--- src/lpbgf_pkg.sv ---
// ----------------------------------------------------------------------------
// lpbgf_pkg
// Shared types, constants and the angle-to-bin function of the polar bin map.
// ----------------------------------------------------------------------------
package lpbgf_pkg;

  // Map geometry and field widths.
  localparam int NUM_BINS       = 360;
  localparam int FILL_REACH_DEF = 9;
  localparam int ADDR_W         = 9;
  localparam int DIST_W         = 16;
  localparam int ANGLE_W        = 16;
  localparam int DIST_Q2_W      = 18;
  localparam int FUNC_W         = 2;

  // Angle conversion: deg = (angle * 45 + 4096) >> 13.
  localparam int DEG_PROD_W = 22;
  localparam int DEG_MUL    = 45;
  localparam int DEG_ROUND  = 4096;
  localparam int DEG_SHIFT  = 13;
  localparam int HALF_TURN  = 180;

  typedef enum logic [FUNC_W-1:0] {
    FUNC_CLEAR  = 2'd0,
    FUNC_NODE   = 2'd1,
    FUNC_FINISH = 2'd2,
    FUNC_READ   = 2'd3
  } func_e;

  typedef enum logic [1:0] {
    ST_CLEAR,
    ST_IDLE,
    ST_FILL,
    ST_READ
  } state_e;

  // One write request to the bin memory.
  typedef struct packed {
    logic              en;
    logic [ADDR_W-1:0] addr;
    logic [DIST_W-1:0] data;
  } mem_wr_t;

  // One word pushed into the gap fill window.
  typedef struct packed {
    logic              valid;
    logic [DIST_W-1:0] data;
  } win_push_t;

  // Rounded degree of a Q14 angle, turned into a bin where bin 0 is -180 degrees.
  // A rounded angle of 360 degrees lands on bin 180, the same as 0 degrees.
  function automatic logic [ADDR_W-1:0] node_bin(input logic [ANGLE_W-1:0] angle);
    logic [DEG_PROD_W-1:0] prod;
    logic [ADDR_W-1:0]     deg;
    prod = DEG_PROD_W'(angle) * DEG_PROD_W'(DEG_MUL) + DEG_PROD_W'(DEG_ROUND);
    deg  = prod[DEG_SHIFT +: ADDR_W];
    if (deg >= ADDR_W'(HALF_TURN)) begin
      node_bin = deg - ADDR_W'(HALF_TURN);
    end else begin
      node_bin = deg + ADDR_W'(HALF_TURN);
    end
  endfunction

endpackage

--- src/lpbgf_fill_win.sv ---
// ----------------------------------------------------------------------------
// lpbgf_fill_win
// Sliding window over the bin being filled and its FILL_REACH successors.
// ----------------------------------------------------------------------------
module lpbgf_fill_win #(
  parameter int FILL_REACH = lpbgf_pkg::FILL_REACH_DEF
) (
  input  logic                          clk_i,
  input  lpbgf_pkg::win_push_t          push_i,
  output logic [lpbgf_pkg::DIST_W-1:0]  fill_o
);

  // Entry 0 is the bin under work, entry FILL_REACH the farthest neighbor.
  logic [lpbgf_pkg::DIST_W-1:0] win_q [FILL_REACH+1];

  always_ff @(posedge clk_i) begin
    if (push_i.valid) begin
      for (int j = 0; j < FILL_REACH; j++) begin
        win_q[j] <= win_q[j+1];
      end
      win_q[FILL_REACH] <= push_i.data;
    end
  end

  // An empty bin takes the farthest nonzero neighbor; a set bin keeps its word.
  always_comb begin
    logic [lpbgf_pkg::DIST_W-1:0] far;
    far = '0;
    for (int j = 1; j <= FILL_REACH; j++) begin
      if (win_q[j] != '0) begin
        far = win_q[j];
      end
    end
    fill_o = (win_q[0] != '0) ? win_q[0] : far;
  end

endmodule

--- config.mk ---
export PLATFORM = sky130hd
export DESIGN_NAME = lpbgf_fill_win
export DESIGN_NICKNAME = d
export VERILOG_FILES = /design/src/lpbgf_pkg.sv /design/src/lpbgf_fill_win.sv
export SDC_FILE = /design/constraint.sdc
export NUM_CORES = 1
export LEC_CHECK = 0
export BUFFER_PORTS_ARGS = -buffer_cell sky130_fd_sc_hd__buf_2
export CAP_MARGIN = 20
export CORE_ASPECT_RATIO = 1.2
export CORE_MARGIN = 3
export CORE_UTILIZATION = 54
export CTS_CLUSTER_DIAMETER = 200
export DETAILED_ROUTE_END_ITERATION = 10
export GPL_TIMING_DRIVEN = 0
export PLACE_DENSITY = 0.75
export SLEW_MARGIN = 40
export SYNTH_ARGS = -nofsm -noshare
export SYNTH_HDL_FRONTEND = slang
export SYNTH_SLANG_ARGS = --single-unit
--- constraint.sdc ---
create_clock -name clk_i -period 2.2 [get_ports clk_i]
set_clock_uncertainty 0.15 [all_clocks]
set_input_delay 0.33 -clock clk_i [delete_from_list [all_inputs] [get_ports clk_i]]
set_output_delay 0.33 -clock clk_i [all_outputs]
set_load 0.03 [all_outputs]
==> results of run 1 <==
-- synthesized netlist by cell type (4+ instances only) --
cell type  instances
a2111oi_1          4
a211oi_1          10
a21oi_1           20
a221oi_1           4
and4_1             5
clkbuf_1           8
edfxtp_1         160
inv_1             11
nand4_1            6
nor2_1            32
nor3_1            10
nor3_2             7
nor4_1            32
o211ai_1           5
o21a_1             9
o21ai_0           13
o21ai_1            4
o22a_1             7
o22ai_1            6
or3_1              5
or4_1              7
-- cell families after synthesis --
logic type	count (synthesis)	synth area share, %
flops	160	75.8
buf+inv	23	1.64
simple gates	116	11.1
compound gates	101	11.5
-- power groups by stage --
| stage | Sequential [µW] | Combinational (µW) | Clock, µW |
|---|---|---|---|
| global placement | 3800 | 208 | 0 |
| global route | 3800 | 333 | 3340 |
| floorplan | 3740 | 111 | 0 |
| CTS | 3760 | 291 | 3190 |
| finish | 3780 | 309 | 3170 |
| detailed placement | 3800 | 221 | 0 |
-- timing repair --
| action | CTS | global route |
|---|---|---|
| buffers inserted | 18 | 7 |
| endpoints found under the setup margin | 16 | 16 |
| resized for setup | 87 | 18 |
| hold endpoints to repair | 16 | 0 |
| cloned | 0 | 1 |
| hold buffers | 16 | 0 |
| pin swaps | 18 | 23 |
-- through the flow --
step                power (µW)  cells  TNS (ns)  util (%)
CTS                       7240    650    -13.84      72.0
detailed placement        4020    588    -15.40      60.5
floorplan                 3850    400     -3.76         -
global placement          4000    587   -195.08      60.1
global route              7470    657    -16.51      73.6
finish                    7260    657    -14.81      73.6
-- layer usage --
| layer | vias up | routed length (µm) | track usage, % |
|---|---|---|---|
| met2 | 233 | 7650 | 38.5 |
| met1 | 2035 | 5660 | 30.0 |
| met3 | 24 | 1140 | 5.29 |
| met5 | - | 0 | 0 |
| li1 | 1854 | - | - |
| met4 | 0 | 389 | 8.88 |
-- how the worst max path moves through the flow --
stage | from | endpoint | slack, ns | cells after the start
finish | win_q[2][9] | fill_o[12] | -0.97 | 9
global route | win_q[8][0] | fill_o[4] | -1.08 | 8
CTS | win_q[2][12] | fill_o[12] | -0.91 | 9
detailed placement | win_q[6][8] | fill_o[0] | -1.10 | 7
global placement | push_i[16] | win_q[1][2] | -1.14 | 1
floorplan | win_q[2][10] | fill_o[10] | -0.26 | 7
-- area by class of cell --
cell class | instances | area share, %
tap | 154 | 2.33
timing repair buffer | 75 | 8.11
multi-input combinational | 217 | 22.5
clock buffer | 17 | 5.14
inverter | 11 | 0.499
sequential | 160 | 58.0
clock inverter | 15 | 2.61
buffer | 8 | 0.786
==> impl_metrics.py, run 1 <==
metrics = {
    "clock_tree": {
        "numCtsBuffers": 17,
        "root_buffer": "clkbuf_16",
        "clock-sinks": 160,
        "clk_pin_slew_ns": 0.06,
        "cts-htree-levels": 4,
        "clock_path_buffers": 2,
        "cts_tree": "done",
        "clk_latency_ns": 0.42,
    },
    "hold_path": {
        "hp-class": "input pin to flop",
        "min_from": "push_i[16]",
        "hold-path-endpoint": "win_q[9][9]",
        "hold_depth": 1,
    },
    "final_layout": {
        "fin_nets": 508,
        "regMostFlops": "win_q",
        "largest_reg_flops": 160,
        "final_cell_area_um2": 8280,
        "drive_gt1_share_pct": 33.6,
        "area_growth_pct": 30.6,
        "final_cell_mix": "edfxtp_1 (160), nor2_1 (31), buf_4 (23)",
        "final_common_cell": "edfxtp_1",
        "largestRegisters": "win_q: 160 flops",
        "ff_latch_area_um2": 4800,
        "fillCellCount": 676,
        "antenna_cells": 0,
        "multi_input_area_um2": 1860,
    },
    "synth": {
        "yosysTopAreaCellShare_pct": 75.8,
        "yosys.area.top_type": "edfxtp_1",
        "ys_async_sr_fraction_pct": 0,
        "ys_top_cells_by_area": "edfxtp_1 (76%), nor4_1 (3.2%), nor2_1 (1.9%)",
        "syn-cell-area_um2": 6340,
        "yosysWarnings": 0,
        "synth-edff-count": 160,
        "netlist_instances": 400,
        "yosys_register_bits": 160,
        "synth_fp_nets": 418,
        "synth-main-ff-cell": "edfxtp_1",
        "seq_area_frac_synth_pct": 75.8,
        "ys_types": 47,
        "avgSynthCellArea_um2": 15.8,
    },
    "floorplanning": {
        "rows": 42,
        "die-area_um2": 13100,
        "die_h_um": 125,
        "ios": 34,
        "dieWidth_um": 105,
        "coreArea_um2": 11200,
        "initial_core_util_pct": 56.4,
    },
    "worst_setup_path": {
        "cp_top_family": "simple AND/OR/NAND/NOR gates",
        "slowest_stage": "or4_4",
        "cp_cell_sequence": "or4_4 -> nor4_4 -> buf_4 -> and2_4 -> buf_12 -> a2111oi_1 -> nor3_2 -> o22a_4 -> buf_6",
        "r2r_cells": 2,
        "reg2reg_slack_ns": 1.06,
        "worstPathMaxFanout": 6,
        "cp.required_ns": 1.72,
        "critPathArrivalTime_ns": 2.69,
        "cp-start-kind": "flop",
        "crit_buf_inv": 3,
        "worstSetupPathType": "flop to primary output",
        "end_kind": "primary output",
        "r2r-end": "win_q[7][3]",
        "rr_startpoint": "win_q[8][3]",
        "slowest_delay_ns": 0.57,
    },
    "sta": {
        "drv_slew": 0,
        "final-setup-viol-count": 16,
        "rsz0062_at_grt": "true",
        "period_minus_slack_ns": 3.17,
        "post-route-period-util_pct": 144,
        "setup_ws_ns": -0.974,
        "finalHoldViolCount": 0,
        "fmax_mhz": 315,
        "worstMarginPinSlew_ns": 0.596,
        "relSlewSlack_pct": 60.3,
        "hold_slack_ns": 0.218,
    },
    "flow_run": {
        "max_cap_violations": 0,
    },
    "placed_design": {
        "dp_worst_setup_slack_ns": -1.10,
        "place_area_um2": 6800,
        "place_hpwl_um": 9250,
        "gp_congestion": 0.855,
        "portBuffers": 33,
    },
    "power_and_ir_drop": {
        "pwr-share-seq_pct": 52.0,
        "p_clk_share_pct": 43.7,
        "p_switching_uw": 1530,
        "ir_drop_v": 0.000803,
        "swShare_pct": 21.0,
        "combPwrFrac_pct": 4.3,
        "p_per_area_nw_per_um2": 877,
        "leakage_uw": 0.00275,
        "internal_power_uw": 5740,
    },
    "drt": {
        "via_per_inst": 6.31,
        "drt_iter0_drc": 541,
        "drc": 0,
        "antenna_left": 0,
        "detail_route.first_pass.iterations": 5,
        "num_vias": 4146,
        "routed_wl_um": 14800,
        "wl_per_cell_um": 22.6,
    },
    "global_routing": {
        "grtUsageTotal_pct": 23.3,
        "antenna_found_initial": 0,
        "first_global_vias": 4110,
        "grt_pass1_wl_um": 23000,
        "grt_overflow": 0,
        "grt_max_degree": 86,
    },
    "status": {
        "status": "complete, but fails checks",
        "violations": "setup timing",
    },
}
No activity file was read; power rests on OpenSTA's default activity.
==> inputs of run 2 (changes only) <==
- CORE_UTILIZATION: 54 -> 65
- PLACE_DENSITY: 0.75 -> 0.84
- clock period: 2.2 -> 3.98 ns (I/O delays scaled with it)
==> run 2 against run 1 <==
The flow now finishes without violations. Count of clock-buffer cells in the layout increased by 3. Sequential cell count unchanged. Combinational power decreased by 61%.
==> impl_metrics.py, run 2 (synthesized netlist as in run 1, its figures left out) <==
metrics = {
    "floorplanning": {
        "initial_core_util_pct": 68.4,
        "ios": 34,
        "coreArea_um2": 9270,
        "dieWidth_um": 96.2,
        "rows": 38,
        "die_h_um": 114,
        "die-area_um2": 11000,
    },
    "worst_setup_path": {
        "cp_cell_sequence": "nor4_2 -> nand4_1 -> or3_1 -> buf_1 -> nor3_1 -> a221o_1 -> buf_2",
        "startpoint": "win_q[9][8]",
        "cp-start-kind": "flop",
        "r2r_cells": 0,
        "slowest_stage": "or3_1",
        "cp.depth": 7,
        "critPathArrivalTime_ns": 3.12,
        "r2r-end": "win_q[7][9]",
        "endpoint": "fill_o[9]",
        "worstPathMaxFanout": 6,
        "worstSetupPathType": "flop to primary output",
        "reg2reg_slack_ns": 2.98,
        "slowest_delay_ns": 0.47,
        "crit_buf_inv": 2,
        "end_kind": "primary output",
        "rr_startpoint": "win_q[8][9]",
        "cp.required_ns": 3.23,
        "cp_top_family": "simple AND/OR/NAND/NOR gates",
    },
    "final_layout": {
        "antenna_cells": 0,
        "multi_input_area_um2": 1500,
        "fin_nets": 474,
        "largest_reg_flops": 160,
        "regMostFlops": "win_q",
        "area_growth_pct": 16.6,
        "drive_gt1_share_pct": 20.9,
        "ff_latch_area_um2": 4800,
        "fillCellCount": 474,
        "fin_util_pct": 79.7,
        "final_common_cell": "edfxtp_1",
        "largestRegisters": "win_q: 160 flops",
        "final_cell_mix": "edfxtp_1 (160), buf_2 (33), nor2_1 (31)",
    },
    "drt": {
        "antenna_left": 0,
        "drc": 0,
        "wl_per_cell_um": 24.7,
        "routed_wl_um": 14600,
        "detail_route.first_pass.iterations": 6,
        "via_per_inst": 7.04,
        "num_vias": 4147,
        "drt_iter0_drc": 641,
    },
    "clock_tree": {
        "holdBufCountCts": 0,
        "clock-sinks": 160,
        "cts_tree": "done",
        "root_buffer": "clkbuf_8",
        "clk_latency_ns": 0.54,
        "cts-htree-levels": 4,
        "clk_pin_slew_ns": 0.06,
        "numCtsBuffers": 17,
        "clock_path_buffers": 2,
    },
    "global_routing": {
        "grt_max_degree": 85,
        "grtUsageTotal_pct": 28.9,
        "grt_overflow": 0,
        "grt_pass1_wl_um": 22500,
        "first_global_vias": 4071,
        "antenna_found_initial": 0,
    },
    "placed_design": {
        "portBuffers": 33,
        "place_hpwl_um": 9340,
        "dp_worst_setup_slack_ns": 0.473,
        "gp_congestion": 0.865,
    },
    "power_and_ir_drop": {
        "leakage_uw": 0.00243,
        "p_switching_uw": 803,
        "internal_power_uw": 3030,
        "combPwrFrac_pct": 3.2,
        "ir_drop_v": 0.000429,
        "swShare_pct": 20.9,
        "pwr-share-seq_pct": 54.2,
        "p_per_area_nw_per_um2": 519,
        "p_clk_share_pct": 42.7,
    },
    "sta": {
        "rsz0062_at_grt": "false",
        "drv_slew": 0,
        "setup_ws_ns": 0.115,
        "worstMarginPinSlew_ns": 0.618,
        "final-setup-viol-count": 0,
        "relSlewSlack_pct": 58.8,
        "tns_ns": 0,
        "finalHoldViolCount": 0,
        "post-route-period-util_pct": 97.1,
        "period_minus_slack_ns": 3.86,
        "hold_slack_ns": 0.0731,
        "fmax_mhz": 259,
    },
    "flow_run": {
        "max_cap_violations": 0,
    },
    "status": {
        "status": "completed",
    },
    "hold_path": {
        "hp-class": "input pin to flop",
    },
}
==> run 2: cell types whose count changed in the layout (fill, tap and decap cells not counted), moves of 5 or more <==
| cell | delta |
|---|---|
| buf_2 | +14 |
| buf_4 | -17 |
| buf_6 | -17 |
| dlygate4sd3_1 | -16 |
| nor4_1 | +13 |
| nor4_4 | -10 |
| o22a_1 | +7 |
| o22a_2 | -5 |
| or3_1 | +5 |
| or3_4 | -5 |
| or4_1 | +5 |
| or4_4 | -5 |
==> run 2: metrics by stage <==
| step | instance area, µm² | cells | total power, µW |
|---|---|---|---|
| global placement | 6660 | 553 | 2210 |
| CTS | 7360 | 591 | 3830 |
| detailed placement | 6690 | 554 | 2220 |
| global route | 7390 | 589 | 3930 |
| floorplan | 6340 | 400 | 2120 |
| finish | 7390 | 589 | 3840 |
==> run 2: how the worst min path moves through the flow <==
stage | startpoint | end | slack, ns | cells after the start
floorplan | win_q[1][0] | win_q[0][0] | 0.27 | 0
global placement | win_q[1][3] | win_q[0][3] | 0.30 | 0
detailed placement | win_q[1][14] | win_q[0][14] | 0.30 | 0
CTS | push_i[15] | win_q[9][15] | 0.05 | 1
global route | push_i[2] | win_q[9][2] | 0.06 | 1
finish | push_i[12] | win_q[9][12] | 0.07 | 1
==> run 2: layer usage <==
metal | part of all wire (%) | up-vias | track usage [%]
met5 | 0 | - | 0
met4 | 3.7 | 0 | 13.3
met3 | 11 | 54 | 8.28
met2 | 50 | 333 | 45.4
met1 | 35 | 1980 | 37.5
li1 | - | 1780 | -
==> run 2: final cells by class <==
| cell class | instances | area share, % |
|---|---|---|
| Sequential cell | 160 | 65.0 |
| Inverter | 11 | 0.558 |
| Multi-Input combinational cell | 217 | 20.3 |
| Clock inverter | 12 | 2.25 |
| Timing Repair Buffer | 40 | 3.35 |
| Clock buffer | 20 | 5.75 |
| Buffer | 9 | 0.762 |
| Tap cell | 120 | 2.03 |
==> run 2: repair_timing <==
action	in CTS	in global routing
pin swaps	3	1
resized for setup	7	10
setup endpoints to repair	13	14
setup buffers	5	1
==> run 2: power groups by stage <==
stage,clock network [µW],logic (µW),registers [µW]
floorplan,0,57.0,2070
global placement,0,109,2100
detailed placement,0,117,2100
CTS,1640,120,2070
global route,1710,130,2090
finish,1640,121,2080
==> inputs of run 3 (changes only) <==
- CELL_PAD_IN_SITES_DETAIL_PLACEMENT: unset -> 0
- CELL_PAD_IN_SITES_GLOBAL_PLACEMENT: unset -> 1
- CORE_UTILIZATION: 65 -> 55
- PLACE_DENSITY: 0.84 -> unset
- PLACE_DENSITY_LB_ADDON: unset -> 0.1
- REMOVE_ABC_BUFFERS: unset -> 1
==> run 3 against run 2 <==
Register-to-register slack about the same. Critical endpoint is now fill_o[4]. Clock power down 3%. Worst hold slack better by 0.12 ns.
==> impl_metrics.py, run 3 (synthesized netlist as in run 1, its figures left out) <==
metrics = {
    "final_layout": {
        "drive_gt1_share_pct": 18.2,
        "largestRegisters": "win_q: 160 flops",
        "fin_nets": 467,
        "area_growth_pct": 15.7,
        "antenna_cells": 0,
        "regMostFlops": "win_q",
        "final_cell_mix": "edfxtp_1 (160), nor2_1 (32), buf_2 (32)",
        "final_common_cell": "edfxtp_1",
        "largest_reg_flops": 160,
    },
    "worst_setup_path": {
        "cp.required_ns": 3.23,
        "slowest_delay_ns": 0.53,
        "cp-start-kind": "flop",
        "worstSetupPathType": "flop to primary output",
        "slowest_stage": "nor4_1",
        "critPathArrivalTime_ns": 3.03,
        "cp_cell_sequence": "nor4_1 -> nand4_1 -> inv_1 -> nand2_1 -> or4_1 -> o22a_1 -> buf_2",
        "worstPathMaxFanout": 8,
        "end_kind": "primary output",
    },
    "clock_tree": {
        "clk_latency_ns": 0.42,
        "holdBufCountCts": 0,
        "root_buffer": "clkbuf_16",
        "numCtsBuffers": 17,
        "cts-htree-levels": 4,
        "clock-sinks": 160,
        "cts_tree": "done",
        "clock_path_buffers": 2,
        "clk_pin_slew_ns": 0.06,
    },
    "hold_path": {
        "hp-class": "input pin to flop",
    },
    "drt": {
        "via_per_inst": 6.11,
        "antenna_left": 0,
        "routed_wl_um": 13500,
        "drt_iter0_drc": 325,
        "num_vias": 3762,
        "detail_route.first_pass.iterations": 7,
        "drc": 0,
        "wl_per_cell_um": 21.9,
    },
    "global_routing": {
        "first_global_vias": 3780,
        "grt_pass1_wl_um": 20900,
        "grt_max_degree": 85,
        "antenna_found_initial": 0,
        "grt_overflow": 0,
        "grtUsageTotal_pct": 22.2,
    },
    "power_and_ir_drop": {
        "pwr-share-seq_pct": 54.8,
        "p_clk_share_pct": 42.1,
        "ir_drop_v": 0.000305,
        "swShare_pct": 20.7,
        "combPwrFrac_pct": 3.1,
        "p_switching_uw": 779,
        "leakage_uw": 0.00239,
        "internal_power_uw": 2990,
        "p_per_area_nw_per_um2": 514,
    },
    "floorplanning": {
        "ios": 34,
        "coreArea_um2": 11100,
        "die_h_um": 124,
        "dieWidth_um": 104,
        "rows": 42,
        "die-area_um2": 12900,
        "initial_core_util_pct": 56.9,
    },
    "sta": {
        "final-setup-viol-count": 0,
        "relSlewSlack_pct": 54.4,
        "drv_slew": 0,
        "hold_slack_ns": 0.194,
        "rsz0062_at_grt": "false",
        "fmax_mhz": 265,
        "finalHoldViolCount": 0,
        "worstMarginPinSlew_ns": 0.683,
        "post-route-period-util_pct": 95.0,
        "period_minus_slack_ns": 3.78,
        "tns_ns": 0,
    },
    "placed_design": {
        "gp_congestion": 0.848,
        "place_hpwl_um": 9310,
        "portBuffers": 33,
    },
    "status": {
        "status": "completed",
    },
    "flow_run": {
        "max_cap_violations": 0,
    },
}
run 3: cell count changes in the layout (fill, tap and decap cells not counted), sizes merged:
cell      before  now
clkbuf        26   19
clkinvlp       2    4
buf           43   42
bufinv         4    3
run 3: routing by layer:
metal	vias up	part of all wire, %	GRT usage (%)
met4	0	1.5	9.14
met3	16	6.3	5.24
li1	1768	-	-
met5	-	0	0
met2	138	48	34.8
met1	1840	44	30.3
run 3: power groups by stage:
stage / Combinational, µW / Clock, µW / Sequential [µW]
3_5_place_dp: 117 / 0 / 2100
3_3_place_gp: 110 / 0 / 2100
6_report: 116 / 1590 / 2070
5_1_grt: 127 / 1680 / 2080
4_1_cts: 117 / 1610 / 2070
2_1_floorplan: 57.0 / 0 / 2070
run 3: repair_timing:
item                                    CTS  global route
endpoints found under the setup margin   16             8
gates resized for setup                   2             1
pin swaps                                 4             1
endpoints found under the hold margin     0             0
buffers inserted                          6             2
run 3: through the flow:
step / area (µm²) / worst slack (ns) / util (%) / power (µW) / std cells
4_1_cts: 7310 / 0.135 / 65.6 / 3790 / 614
3_3_place_gp: 6640 / -0.0387 / 59.6 / 2210 / 575
3_5_place_dp: 6670 / 0.000452 / 59.9 / 2220 / 576
6_report: 7330 / 0.201 / 65.8 / 3770 / 616
2_1_floorplan: 6280 / 0.982 / - / 2120 / 388
5_1_grt: 7330 / 0.0100 / 65.8 / 3890 / 616
run 3: worst max-delay path, delay by kind of cell (launching register included):
| kind | cells | cell delay (ns) |
|---|---|---|
| simple gates | 4 | 1.55 |
| compound gates | 1 | 0.19 |
| flops | 1 | 0.48 |
| buf+inv | 2 | 0.38 |
run 3: worst paths after layout:
check | start | to | slack (ns) | cells after the start
max reg2reg | win_q[8][9] | win_q[7][9] | 2.99 | 0
min | push_i[12] | win_q[9][12] | 0.19 | 1
min reg2reg | win_q[1][4] | win_q[0][4] | 0.32 | 0
max | win_q[0][11] | fill_o[4] | 0.20 | 7
run 3: final cells by class:
class                           instances  area (µm²)
Multi-Input combinational cell        217        1450
Tap cell                              154         193
Timing Repair Buffer                   42         263
Clock inverter                         13         145
Clock buffer                           19         433
Inverter                               11        41.3
Fill cell                             864        3810
Sequential cell                       160        4800
